**config.mk**
```make
export PLATFORM = sky130hd
export DESIGN_NAME = first_palindrome_word_finder_top_flat
export DESIGN_NICKNAME = d
export VERILOG_FILES = /design/src/hw/rtl/fpw_pkg.sv /design/src/hw/rtl/fpw_ifs.sv /design/src/hw/rtl/fpw_word_buf.sv /design/src/hw/rtl/first_palindrome_word_finder_top.sv /design/src/flat_wrapper.sv
export SDC_FILE = /design/constraint.sdc
export NUM_CORES = 1
export LEC_CHECK = 0
export BUFFER_PORTS_ARGS = -buffer_cell sky130_fd_sc_hd__buf_2
export CAP_MARGIN = 20
export CORE_UTILIZATION = 60
export CTS_BUF_LIST = sky130_fd_sc_hd__clkbuf_8
export DETAILED_ROUTE_END_ITERATION = 12
export GPL_TIMING_DRIVEN = 1
export PLACE_DENSITY = 0.84
export SETUP_SLACK_MARGIN = 0.2
export SLEW_MARGIN = 20
export SYNTH_ARGS = -nofsm -noshare
export SYNTH_HDL_FRONTEND = slang
export SYNTH_SLANG_ARGS = --single-unit
```
**constraint.sdc**
```tcl
create_clock -name clk -period 31.5 [get_ports clk]
set_clock_uncertainty 0.1 [all_clocks]
set_input_delay 3.15 -clock clk [delete_from_list [all_inputs] [get_ports clk]]
set_output_delay 3.15 -clock clk [all_outputs]
set_load 0.01 [all_outputs]
```
**src/hw/rtl/fpw_pkg.sv**
```systemverilog
// ----------------------------------------------------------------------------
// fpw_pkg: shared constants and helpers
// Sizes of the word buffer, the byte position and the result fields of the
// first palindromic word finder.
// ----------------------------------------------------------------------------
package fpw_pkg;

  localparam int MAX_WORD = 32;
  localparam int POS_BITS = 16;
  localparam int CNT_W    = $clog2(MAX_WORD + 1);
  localparam int IDX_W    = $clog2(MAX_WORD);
  localparam int CH_W     = 8;
  localparam int OFS_W    = 16;
  localparam int LEN_W    = 6;

  localparam logic [POS_BITS-1:0] POS_TOP = '1;

  localparam logic [CH_W-1:0] CH_NUL = 8'h00;

  // ASCII letter test, case kept apart
  function automatic logic is_letter(input logic [CH_W-1:0] c);
    logic upper;
    logic lower;
    upper = (c >= 8'h41) && (c <= 8'h5A);
    lower = (c >= 8'h61) && (c <= 8'h7A);
    return upper || lower;
  endfunction

endpackage

```
**src/hw/rtl/fpw_ifs.sv**
```systemverilog
// ----------------------------------------------------------------------------
// fpw channel interfaces
// Valid/ready channels for the byte stream and for the search result.
// ----------------------------------------------------------------------------
interface fpw_in_if;
  logic                      valid;
  logic                      ready;
  logic [fpw_pkg::CH_W-1:0]  ch;
  logic                      last;

  modport source (output valid, ch, last, input ready);
  modport sink   (input valid, ch, last, output ready);
endinterface

interface fpw_out_if;
  logic                      valid;
  logic                      ready;
  logic                      found;
  logic [fpw_pkg::OFS_W-1:0] offset;
  logic [fpw_pkg::LEN_W-1:0] word_length;
  logic                      overflow;

  modport source (output valid, found, offset, word_length, overflow, input ready);
  modport sink   (input valid, found, offset, word_length, overflow, output ready);
endinterface

```
**src/hw/rtl/fpw_word_buf.sv**
```systemverilog
// ----------------------------------------------------------------------------
// fpw_word_buf: word buffer with mirror check
// Keeps the current word twice: in write order and as a shift line that holds
// it reversed. The word reads the same backwards when both copies agree at
// every place below the word length, so each compare sits at a fixed place.
// ----------------------------------------------------------------------------
module fpw_word_buf (
  input  logic                       clk,
  input  logic                       wr,
  input  logic [fpw_pkg::CH_W-1:0]   ch,
  input  logic [fpw_pkg::CNT_W-1:0]  cnt,
  input  logic [fpw_pkg::CNT_W-1:0]  cnt_eff,
  output logic                       mirror
);

  logic [fpw_pkg::CH_W-1:0] fwd_r [fpw_pkg::MAX_WORD];
  logic [fpw_pkg::CH_W-1:0] rev_r [fpw_pkg::MAX_WORD];
  logic [fpw_pkg::CH_W-1:0] fwd_eff [fpw_pkg::MAX_WORD];
  logic [fpw_pkg::CH_W-1:0] rev_eff [fpw_pkg::MAX_WORD];
  logic [fpw_pkg::MAX_WORD-1:0] agree;

  // store the letter: forward copy at its index, reversed copy at the head
  always_ff @(posedge clk) begin
    if (wr) begin
      fwd_r[cnt[fpw_pkg::IDX_W-1:0]] <= ch;
      rev_r[0] <= ch;
      for (int j = 1; j < fpw_pkg::MAX_WORD; j++) begin
        rev_r[j] <= rev_r[j-1];
      end
    end
  end

  // view both copies as they stand with this beat's letter included
  always_comb begin
    for (int j = 0; j < fpw_pkg::MAX_WORD; j++) begin
      fwd_eff[j] = (wr && (cnt == fpw_pkg::CNT_W'(j))) ? ch : fwd_r[j];
      if (wr) begin
        rev_eff[j] = (j == 0) ? ch : rev_r[(j == 0) ? 0 : j-1];
      end else begin
        rev_eff[j] = rev_r[j];
      end
      agree[j] = (fpw_pkg::CNT_W'(j) >= cnt_eff) || (fwd_eff[j] == rev_eff[j]);
    end
  end

  assign mirror = &agree;

endmodule

```
**src/hw/rtl/first_palindrome_word_finder_top.sv**
```systemverilog
// ----------------------------------------------------------------------------
// first_palindrome_word_finder_top: first palindromic word in a byte string
// Scans a string one byte per beat and reports the first palindromic word.
// ----------------------------------------------------------------------------
// Usage:
//   in_chan carries one byte of the string per beat (ch) and last on the
//   final byte. out_chan carries exactly one result per string, for the beat
//   with last set: found, offset and word_length of the first word of ASCII
//   letters that reads the same backwards (case matters), and overflow for a
//   word longer than 32 letters or a byte index past 65535.
//   A zero byte ends the string early; later bytes up to last are ignored.
//   Timing: a byte is taken into the input register, scanned from there by
//   the state update and the parallel mirror compare, and the result of a
//   final byte lands in the output register. One byte per cycle is sustained
//   unless a final byte waits on a full result slot; the mirror compare
//   across the 32-byte word buffer sets the cycle.
//   Stall: while out_ready is low a finished result holds in the output
//   register; non-final bytes keep flowing, and a further final byte waits in
//   the input register, which then drops in_ready.
//   Reset clears all scan state and empties both registers. After each final
//   byte the scan state returns to its reset value for the next string.
// ----------------------------------------------------------------------------
module first_palindrome_word_finder_top (
  input  logic         clk,
  input  logic         rst_n,
  fpw_in_if.sink       in_chan,
  fpw_out_if.source    out_chan
);

  // input register
  logic                       in_vld_r;
  logic [fpw_pkg::CH_W-1:0]   ch_r;
  logic                       last_r;
  logic                       adv;

  // scan state
  logic [fpw_pkg::POS_BITS-1:0] position_r, position_nxt;
  logic                         pos_full_r, pos_full_nxt;
  logic [fpw_pkg::POS_BITS-1:0] word_start_r, word_start_nxt;
  logic [fpw_pkg::CNT_W-1:0]    word_count_r, word_count_nxt;
  logic                         word_over_r, word_over_nxt;
  logic                         hit_r, hit_nxt;
  logic [fpw_pkg::POS_BITS-1:0] hit_offset_r, hit_offset_nxt;
  logic [fpw_pkg::CNT_W-1:0]    hit_length_r, hit_length_nxt;
  logic                         too_long_r, too_long_nxt;
  logic                         ended_r, ended_nxt;

  // result register
  logic                       out_vld_r;
  logic                       found_r;
  logic [fpw_pkg::OFS_W-1:0]  offset_r;
  logic [fpw_pkg::LEN_W-1:0]  length_r;
  logic                       overflow_r;

  // scan helpers
  logic                         active;
  logic                         letter;
  logic                         is_nul;
  logic                         wr;
  logic                         close;
  logic                         mirror;
  logic [fpw_pkg::POS_BITS-1:0] idx;
  logic [fpw_pkg::CNT_W-1:0]    cnt_eff;
  logic                         over_eff;
  logic [fpw_pkg::POS_BITS-1:0] start_eff;

  // advance the held byte unless it is final and the result slot is full and not being taken
  assign adv = in_vld_r && (!last_r || !out_vld_r || out_chan.ready);
  assign in_chan.ready = !in_vld_r || adv;

  always_ff @(posedge clk) begin
    if (!rst_n) begin
      in_vld_r <= 1'b0;
    end else if (in_chan.ready) begin
      in_vld_r <= in_chan.valid;
    end
  end

  always_ff @(posedge clk) begin
    if (in_chan.ready && in_chan.valid) begin
      ch_r   <= in_chan.ch;
      last_r <= in_chan.last;
    end
  end

  // classify the held byte
  assign active    = !ended_r && !hit_r;
  assign letter    = fpw_pkg::is_letter(ch_r);
  assign is_nul    = (ch_r == fpw_pkg::CH_NUL);
  assign idx       = pos_full_r ? fpw_pkg::POS_TOP : position_r;
  assign wr        = adv && active && letter &&
                     (word_count_r < fpw_pkg::CNT_W'(fpw_pkg::MAX_WORD));
  assign cnt_eff   = word_count_r + fpw_pkg::CNT_W'(wr);
  assign over_eff  = word_over_r || (active && letter &&
                     (word_count_r == fpw_pkg::CNT_W'(fpw_pkg::MAX_WORD)));
  assign start_eff = (active && letter && (word_count_r == '0) && !word_over_r)
                     ? idx : word_start_r;
  assign close     = active && (!letter || last_r);

  fpw_word_buf u_word_buf (
    .clk     (clk),
    .wr      (wr),
    .ch      (ch_r),
    .cnt     (word_count_r),
    .cnt_eff (cnt_eff),
    .mirror  (mirror)
  );

  // next scan state for the held byte
  always_comb begin
    position_nxt   = position_r;
    pos_full_nxt   = pos_full_r;
    word_start_nxt = word_start_r;
    word_count_nxt = word_count_r;
    word_over_nxt  = word_over_r;
    hit_nxt        = hit_r;
    hit_offset_nxt = hit_offset_r;
    hit_length_nxt = hit_length_r;
    too_long_nxt   = too_long_r;
    ended_nxt      = ended_r;
    if (active) begin
      if (pos_full_r) begin
        too_long_nxt = 1'b1;
      end else if (position_r == fpw_pkg::POS_TOP) begin
        pos_full_nxt = 1'b1;
      end else begin
        position_nxt = position_r + fpw_pkg::POS_BITS'(1);
      end
      word_start_nxt = start_eff;
      word_count_nxt = cnt_eff;
      word_over_nxt  = over_eff;
      if (is_nul) begin
        ended_nxt = 1'b1;
      end
      if (close) begin
        if (over_eff) begin
          too_long_nxt = 1'b1;
        end else if ((cnt_eff != '0) && mirror) begin
          hit_nxt        = 1'b1;
          hit_offset_nxt = start_eff;
          hit_length_nxt = cnt_eff;
        end
        word_count_nxt = '0;
        word_over_nxt  = 1'b0;
      end
    end
  end

  // commit the scan; a final byte returns everything to reset
  always_ff @(posedge clk) begin
    if (!rst_n) begin
      position_r   <= '0;
      pos_full_r   <= 1'b0;
      word_start_r <= '0;
      word_count_r <= '0;
      word_over_r  <= 1'b0;
      hit_r        <= 1'b0;
      hit_offset_r <= '0;
      hit_length_r <= '0;
      too_long_r   <= 1'b0;
      ended_r      <= 1'b0;
    end else if (adv) begin
      if (last_r) begin
        position_r   <= '0;
        pos_full_r   <= 1'b0;
        word_start_r <= '0;
        word_count_r <= '0;
        word_over_r  <= 1'b0;
        hit_r        <= 1'b0;
        hit_offset_r <= '0;
        hit_length_r <= '0;
        too_long_r   <= 1'b0;
        ended_r      <= 1'b0;
      end else begin
        position_r   <= position_nxt;
        pos_full_r   <= pos_full_nxt;
        word_start_r <= word_start_nxt;
        word_count_r <= word_count_nxt;
        word_over_r  <= word_over_nxt;
        hit_r        <= hit_nxt;
        hit_offset_r <= hit_offset_nxt;
        hit_length_r <= hit_length_nxt;
        too_long_r   <= too_long_nxt;
        ended_r      <= ended_nxt;
      end
    end
  end

  // result register: load on a final byte, drop when taken
  always_ff @(posedge clk) begin
    if (!rst_n) begin
      out_vld_r <= 1'b0;
    end else if (adv && last_r) begin
      out_vld_r <= 1'b1;
    end else if (out_chan.ready) begin
      out_vld_r <= 1'b0;
    end
  end

  always_ff @(posedge clk) begin
    if (adv && last_r) begin
      found_r    <= hit_nxt;
      offset_r   <= hit_nxt ? fpw_pkg::OFS_W'(hit_offset_nxt) : '0;
      length_r   <= hit_nxt ? fpw_pkg::LEN_W'(hit_length_nxt) : '0;
      overflow_r <= too_long_nxt;
    end
  end

  assign out_chan.valid       = out_vld_r;
  assign out_chan.found       = found_r;
  assign out_chan.offset      = offset_r;
  assign out_chan.word_length = length_r;
  assign out_chan.overflow    = overflow_r;

  // checks
  a_found_len: assert property (@(posedge clk) disable iff (!rst_n)
    (out_vld_r && found_r) |->
      (length_r != '0) && (length_r <= fpw_pkg::LEN_W'(fpw_pkg::MAX_WORD)))
    else $error("found result with bad word length");

  a_none_zero: assert property (@(posedge clk) disable iff (!rst_n)
    (out_vld_r && !found_r) |-> (offset_r == '0) && (length_r == '0))
    else $error("empty result carries offset or length");

  a_cnt_bound: assert property (@(posedge clk) disable iff (!rst_n)
    word_count_r <= fpw_pkg::CNT_W'(fpw_pkg::MAX_WORD))
    else $error("word count beyond buffer size");

  a_restart: assert property (@(posedge clk) disable iff (!rst_n)
    (adv && last_r) |=> (position_r == '0) && !hit_r && !too_long_r && out_vld_r)
    else $error("scan state not cleared after final byte");

endmodule
```
**src/flat_wrapper.sv**
```systemverilog
// flat-port wrapper written by rule: the top's interface ports become plain ports
module first_palindrome_word_finder_top_flat 
  (clk, rst_n, in_chan_valid, in_chan_ch, in_chan_last, in_chan_ready, out_chan_valid, out_chan_found, out_chan_offset, out_chan_word_length, out_chan_overflow, out_chan_ready);
  fpw_in_if in_chan_i ();
  fpw_out_if out_chan_i ();
  input  logic clk;
  input  logic rst_n;
  input wire logic [$bits(in_chan_i.valid)-1:0] in_chan_valid;
  input wire logic [$bits(in_chan_i.ch)-1:0] in_chan_ch;
  input wire logic [$bits(in_chan_i.last)-1:0] in_chan_last;
  output wire logic [$bits(in_chan_i.ready)-1:0] in_chan_ready;
  output wire logic [$bits(out_chan_i.valid)-1:0] out_chan_valid;
  output wire logic [$bits(out_chan_i.found)-1:0] out_chan_found;
  output wire logic [$bits(out_chan_i.offset)-1:0] out_chan_offset;
  output wire logic [$bits(out_chan_i.word_length)-1:0] out_chan_word_length;
  output wire logic [$bits(out_chan_i.overflow)-1:0] out_chan_overflow;
  input wire logic [$bits(out_chan_i.ready)-1:0] out_chan_ready;
  assign in_chan_i.valid = in_chan_valid;
  assign in_chan_i.ch = in_chan_ch;
  assign in_chan_i.last = in_chan_last;
  assign in_chan_ready = in_chan_i.ready;
  assign out_chan_valid = out_chan_i.valid;
  assign out_chan_found = out_chan_i.found;
  assign out_chan_offset = out_chan_i.offset;
  assign out_chan_word_length = out_chan_i.word_length;
  assign out_chan_overflow = out_chan_i.overflow;
  assign out_chan_i.ready = out_chan_ready;
  first_palindrome_word_finder_top u_core (.clk(clk), .rst_n(rst_n), .in_chan(in_chan_i), .out_chan(out_chan_i));
endmodule
```
# Word-level counts from Yosys, hierarchy flattened
# Memory sizes are Yosys's and may differ from the RTL's.
# Cells that the tools add are included.
# op_classes
eq_ne,67
add_sub_neg,2
n_lt_le_gt_ge,37
mux,109
reduce_logical,102
# op_table
op,count
$mux W8,64
$eq A8 B8 Y1,32
$mux W16,13
$eq A6 B5 Y1 const B,16
$ge A5 B6 Y1 const A,16
$eq A6 B4 Y1 const B,8
$ge A4 B6 Y1 const A,8
$mux W6,8
$logic_and A1 B1 Y1,47
$logic_or A1 B1 Y1,38
$reduce_and A32 Y1,1
$eq A6 B3 Y1 const B,4
$ge A3 B6 Y1 const A,4
$mux W1,24
$add A16 B1 Y16 const B,1
$eq A16 B16 Y1 const B,1
$ge A8 B7 Y1 const B,2
$le A8 B7 Y1 const B,2
$eq A6 B2 Y1 const B,2
$ge A1 B6 Y1 const A,2
$ge A2 B6 Y1 const A,2
$logic_not A8 Y1,1
$logic_not A1 Y1,7
$add A6 B1 Y6,1
10 further kinds,13
# totals
memories,2
output_inout_bits,26
ram_bits,512
reg_bits,100
inputBits,13
# mem_list
name,words,width,read_ports,rd_ports_with_merged_regs,wr,line,source
u_core.u_word_buf.fwd_r,32,8,32,0,1,fpw_word_buf.sv:16,logic [fpw_pkg::CH_W-1:0] fwd_r [fpw_pkg::MAX_WORD];
u_core.u_word_buf.rev_r,32,8,32,0,32,fpw_word_buf.sv:17,logic [fpw_pkg::CH_W-1:0] rev_r [fpw_pkg::MAX_WORD];

# Depth between registers and ports, before layout
# depth
word_depth,18
depth_mapped,24

# Cells and area by module
# Synthesis repeated with hierarchy kept, for this count alone.
# unflattened
hier_cells,2125
area_unflattened_um2,29360.7
# modules_own_cells
mod,area_each_um2,cells_per_inst,n_inst
fpw_word_buf,24875.1,1686,1
first_palindrome_word_finder_top,4485.6,439,1

# Worst setup path after synthesis
# Ideal clock, no wire load.
# synth_timing
path_type,in2reg
start,in out_chan_ready
end,"reg u_core.offset_r, in the netlist u_core.out_chan.offset[11] (data pin)"
path_stages,21
required_ps,31248
setup_time_ps,152
setup_slack_ps,16438
arrival_time_ps,14810
path_cell_list,nand3b_1 -> and3_1 -> buf_2 -> nand3_1 -> inv_2 -> buf_1 -> buf_1 -> ha_1 -> ha_1 -> buf_1 -> nand3_1 -> nor4_1 -> a21oi_1 -> a21oi_1 -> a41oi_1 -> or4_1 -> nor4_1 -> nand4_1 -> or2_1 -> clkbuf_1 -> o21ai_0
# synth_between
elab_chain_cells,15
word_cells_on_any_way,209
# synth_rtl
element,line,source
"start, declared",flat_wrapper.sv:17,input wire logic [$bits(out_chan_i.ready)-1:0] out_chan_ready;
$logic_or A1 B1 Y1 *,first_palindrome_word_finder_top.sv:68,assign adv = in_vld_r && (!last_r || !out_vld_r || out_chan.ready);
$logic_and A1 B1 Y1 *,first_palindrome_word_finder_top.sv:68,
$logic_and A1 B1 Y1 * (3 in a row),first_palindrome_word_finder_top.sv:91,assign wr = adv && active && letter &&
branches (longest 5 deep; another with $add A6 B1 Y6),n/a,
$logic_and A1 B1 Y1 *,first_palindrome_word_finder_top.sv:138,end else if ((cnt_eff != '0) && mirror) begin
$mux W16 / $mux W1 (equally long branches),first_palindrome_word_finder_top.sv:138,
$mux W16 / $mux W1 (equally long branches),first_palindrome_word_finder_top.sv:136,if (over_eff) begin
$mux W16 / $mux W1 (equally long branches),first_palindrome_word_finder_top.sv:135,if (close) begin
$mux W16 / $mux W1 (equally long branches),first_palindrome_word_finder_top.sv:121,if (active) begin
"end signal, assigned",first_palindrome_word_finder_top.sv:203,offset_r <= hit_nxt ? fpw_pkg::OFS_W'(hit_offset_nxt) : '0;
"end, declared",first_palindrome_word_finder_top.sv:51,logic [fpw_pkg::OFS_W-1:0] offset_r;
# Mark *: on every way between the ends.
# A chain may end at the register's enable or synchronous reset.

# Final worst setup path
# layout_timing
start,in out_chan_ready
end,"reg u_core.offset_r, in the netlist u_core.out_chan.offset[15] (data pin)"
# The elaborated chain is that of the path after synthesis.

==> results list <==
* Path type of the worst setup path: in -> reg
- Starting Density: 0.609
- sky130_fd_sc_hd__edfxtp_1 takes more of the synthesized area than any other cell.
* Reg area: 0.0176 mm^2
- Hold crit path type: reg -> reg
- The net count of the finished layout is 2541.
- Crit path capture type: register
- Number of buffers added by the clock tree synthesis step: 101
- The number of antenna violations at the first check in global routing was 1.
- Register bit count reported by yosys: 612
* Number of global-route vias before repair: 21514
- FILL cells: 3515
* Number of distinct library cells after synthesis: 81
- The number of placed instances, taps included, is 3093.
* Async SR Flop Fraction: 0
- The number of nets handed over by synthesis was 2479.
- After the flow finishes, the layout carries non-filler instances totaling 3284.
* DRC violation count after routing: 0
- For the worst-skew pair, the clock arrives at the later sink with an insertion delay of 0.73 ns.
- 39 I/O pins were placed.
- The root buffer cell chosen for the clock tree is sky130_fd_sc_hd__clkbuf_8.
- Counting along the longest clock path gives a buffer depth of 3.
* Synth top area share: 0.528
* Post-cts sizing count: 0
- STA classifies the critical path startpoint as an input port.
- Worst R2R Setup Slack: 23.91 ns
- Max-Slew Margin vs Limit: 0.164
- Port buffering added 38 buffers.
* Wire length reported by the detailed router: 85.1 mm
- For this design, the CTS-stage hold fixing added 0 buffers.
- The critical path goes through buf_2, nand3b_1, and3_2, nand3_4, inv_8, ha_1, ha_1, nand3_1, nor4_1, a21oi_1, a21oi_1, a41oi_1, or4_1, nor4_1, nand4_1, or2_1, o21ai_0.
* Remaining global-route overflow: 0
- Number of flops mapped to enable cells by yosys: 537
- Number of post-CTS setup repair buffers: 0
- The detailed router finished its first iteration with 2874 violations.
* Post-placement setup slack: 21.96 ns
- Destination of the worst hold path: u_core.u_word_buf.rev_r[1][53]
- Counting I/O delays and the setup requirement, the final critical path takes 9.01 ns.
* Final count of hold timing violations: 0
- Number of cells traversed by the worst register-to-register path: 18
- Fraction of the yosys area taken by sequential cells: 0.577
* Number of sinks driven by the clock tree: 612
- The endpoint identified for the worst register-to-register timing path is u_core.out_chan.offset[15].
* Required time of the critical path: 31.94 ns
- Final GP Congestion: 0.977
* Status: complete, no violations
- The first global-routing pass estimated 127 mm of wire.
- Floorplan die area: 0.0518 mm^2
* H-tree Lvls: 3
- Drt first pass iters: 9
* Final setup violation count: 0
- After legalization and detailed placement, the total HPWL measured 55.3 mm.
* Netlist area before placement: 0.0305 mm^2
- Most area-consuming cells after synthesis: sky130_fd_sc_hd__edfxtp_1 (53%), sky130_fd_sc_hd__mux2i_1 (11%), sky130_fd_sc_hd__dfxtp_1 (4.9%), sky130_fd_sc_hd__xnor2_1 (4.5%), sky130_fd_sc_hd__xor2_1 (3.1%)
- At the pin with the least slew margin, the transition time is 1.24 ns.
- Final setup margin: 22.49 ns
- Leakage: 12.9 nW
- Clock-pin slew was measured on the worst setup and hold paths at 0.06 ns.
- For this design the ratio of total power to cell area is 49.6 mW/mm^2.
* Post-synthesis instance total: 2462
- For this run, the number of Yosys warnings is 0.
* Synthesis-to-finish area growth: 9.64%
* Fraction of final layout cells with drive strength greater than 1: 0.114
* Startpoint of the most critical register-to-register path: u_core.ch_r[2]
- The count of nets left with antenna violations once routing finished came out at 0.
- Min-Delay Path Depth: 0
- In this run the most critical hold path is launched from u_core.u_word_buf.rev_r[1][45].
* Worst-path cell with the longest stage delay: sky130_fd_sc_hd__inv_8
- In this run the mean area of a mapped cell was 12.4 um^2.
* Maximum number of pins on one net before global-route repair: 111
* Peak ir drop on the vdd network: 38.6 uV
* Max stage delay on crit path: 0.97 ns
- Portion of the clock cycle consumed by the worst path in the final layout: 0.286
- TritonCTS built the clock tree.
- Number of max-slew violations in the final report: 0
* CORE AREA: 0.0502 mm^2
- For this run, the leading register cell type out of synthesis is sky130_fd_sc_hd__edfxtp_1.
- Width of the die: 228 um
* Arr. time, crit path: 9.44 ns
* Avg Vias per Cell: 6.66
- Setup total negative slack: 0 ns
- Across every metal layer, demand over resource in global routing totals 0.329.
* Routed wire length per instance: 25.9 um
* Total area of multi-input combinational cells: 0.0121 mm^2
- Summing over every cut layer, the via total after detailed routing is 21879.
- For this run, the top clock speed supported by timing is 111 MHz.
- The floorplan has 82 rows.
- Number of violations of the max-capacitance limit: 0
- The die is 228 um tall.
- Of all nets on the critical path, the largest fanout is 110.
* Setup repair after global routing missed its margin: no
-- layout make-up --
| cell class | instances | share of cell area |
|---|---|---|
| Tap cell | 672 | 0.0251 |
| Timing Repair Buffer | 96 | 0.0187 |
| Clock buffer | 116 | 0.0477 |
| Clock inverter | 74 | 0.0103 |
| Multi-Input combinational cell | 1617 | 0.361 |
| Sequential cell | 612 | 0.526 |
| Antenna cell | 1 | 0.0000747 |
| Inverter | 96 | 0.0110 |
-- critical path: cells and delay by family --
kind / cells / cell delay, ns
and+or+nand+nor: 9 / 3.44
buffers and inverters: 2 / 1.06
AOI/OAI and AO/OA: 4 / 0.98
adders and majority gates: 2 / 0.66
-- registers in the layout, indices dropped and copies added, names as in the netlist, 6 cells and up --
name and flops:
u_core.u_word_buf.fwd_r 256, u_core.ch_r 8, u_core.out_chan.word_length 6, u_core.word_count_r 6, u_core.u_word_buf.rev_r 256, u_core.word_start_r 16
u_core.hit_length_r 6, u_core.position_r 16, u_core.out_chan.offset 16, u_core.hit_offset_r 16
-- metrics by stage --
stage	hold WS, ns	power, W	utilization	instance area (um^2)
floorplan	0.324	0.000970	-	30500
global placement	0.358	0.000998	0.628	31500
detailed placement	0.358	0.00100	0.628	31500
CTS	0.375	0.00166	0.667	33400
global route	0.385	0.00170	0.667	33500
finish	0.376	0.00166	0.667	33500
-- kinds of logic (layout without fill, tap and decap cells) --
logic type               after synthesis  count (layout)  synth area share
flip-flops                           612             612             0.577
buffers and inverters                233             382            0.0306
AND/OR/NAND/NOR                      607             607             0.112
AO/OA/AOI/OAI                        395             395            0.0883
multiplexers                         346             346             0.114
adder cells (fa/ha/maj)                4               4           0.00164
XOR/XNOR                             265             265            0.0760
other                                  0               1                 0
-- placed cells by master, fill, tap and decap left out, types with 8 or more instances in the layout --
| cell type | count |
|---|---|
| sky130_fd_sc_hd__a2111oi_0 | 11 |
| sky130_fd_sc_hd__a21boi_0 | 13 |
| sky130_fd_sc_hd__a21oi_1 | 82 |
| sky130_fd_sc_hd__a221oi_1 | 10 |
| sky130_fd_sc_hd__a22o_1 | 23 |
| sky130_fd_sc_hd__a22oi_1 | 26 |
| sky130_fd_sc_hd__a311oi_1 | 9 |
| sky130_fd_sc_hd__a31oi_1 | 14 |
| sky130_fd_sc_hd__and3_1 | 17 |
| sky130_fd_sc_hd__and4_1 | 11 |
| sky130_fd_sc_hd__buf_2 | 38 |
| sky130_fd_sc_hd__buf_4 | 58 |
| sky130_fd_sc_hd__clkbuf_8 | 116 |
| sky130_fd_sc_hd__clkinv_1 | 24 |
| sky130_fd_sc_hd__clkinv_2 | 15 |
| sky130_fd_sc_hd__dfxtp_1 | 75 |
| sky130_fd_sc_hd__edfxtp_1 | 537 |
| sky130_fd_sc_hd__inv_1 | 123 |
| sky130_fd_sc_hd__mux2_2 | 15 |
| sky130_fd_sc_hd__mux2i_1 | 330 |
| sky130_fd_sc_hd__nand2_1 | 86 |
| sky130_fd_sc_hd__nand2b_1 | 16 |
| sky130_fd_sc_hd__nand3_1 | 47 |
| sky130_fd_sc_hd__nand4_1 | 77 |
| sky130_fd_sc_hd__nor2_1 | 110 |
| sky130_fd_sc_hd__nor2b_1 | 45 |
| sky130_fd_sc_hd__nor3_1 | 39 |
| sky130_fd_sc_hd__nor3b_1 | 8 |
| sky130_fd_sc_hd__nor4_1 | 36 |
| sky130_fd_sc_hd__o21ai_0 | 69 |
| sky130_fd_sc_hd__o221ai_1 | 11 |
| sky130_fd_sc_hd__o22ai_1 | 24 |
| sky130_fd_sc_hd__o31ai_1 | 22 |
| sky130_fd_sc_hd__or2_2 | 13 |
| sky130_fd_sc_hd__or3_1 | 21 |
| sky130_fd_sc_hd__or4_1 | 15 |
| sky130_fd_sc_hd__xnor2_1 | 158 |
| sky130_fd_sc_hd__xor2_1 | 107 |
-- cells in the mapped netlist, types with 24 or more instances --
master / number
sky130_fd_sc_hd__o21ai_0: 69
sky130_fd_sc_hd__nor3_1: 42
sky130_fd_sc_hd__xnor2_1: 158
sky130_fd_sc_hd__mux2i_1: 330
sky130_fd_sc_hd__nand3_1: 49
sky130_fd_sc_hd__clkbuf_1: 88
sky130_fd_sc_hd__a22oi_1: 26
sky130_fd_sc_hd__edfxtp_1: 537
sky130_fd_sc_hd__xor2_1: 107
sky130_fd_sc_hd__nand4_1: 77
sky130_fd_sc_hd__nor2_1: 110
sky130_fd_sc_hd__nor4_1: 41
sky130_fd_sc_hd__a21oi_1: 82
sky130_fd_sc_hd__buf_2: 28
sky130_fd_sc_hd__nand2_1: 87
sky130_fd_sc_hd__o22ai_1: 24
sky130_fd_sc_hd__nor2b_1: 45
sky130_fd_sc_hd__dfxtp_1: 75
sky130_fd_sc_hd__inv_1: 91
-- where the power goes --
part           switching (W)  internal, W   total, W
sequential         0.0000138     0.000890   0.000904
clock               0.000329     0.000344   0.000673
combinational      0.0000580    0.0000264  0.0000844
-- how the worst max path moves through the flow --
stage                              start                              to  slack, ns  cells past startpoint
after floorplan           out_chan_ready      u_core.out_chan.offset[11]      16.44                     21
after global placement    out_chan_ready         u_core.hit_offset_r[15]      21.97                     19
after detailed placement  out_chan_ready      u_core.out_chan.offset[15]      21.96                     17
after CTS                 out_chan_ready       u_core.out_chan.offset[8]      22.70                     17
after global routing      out_chan_ready  u_core.out_chan.word_length[5]      22.19                     16
final                     out_chan_ready      u_core.out_chan.offset[15]      22.49                     17
-- routing by layer --
layer  GRT usage  wire length, um  up-vias
met5           0                0        -
met4       0.182             4440        0
met3      0.0647             7840      278
met2       0.515            39400     1263
met1       0.431            33400    10813
li1            -                -     9525
No activity file was read; power rests on OpenSTA's default activity.
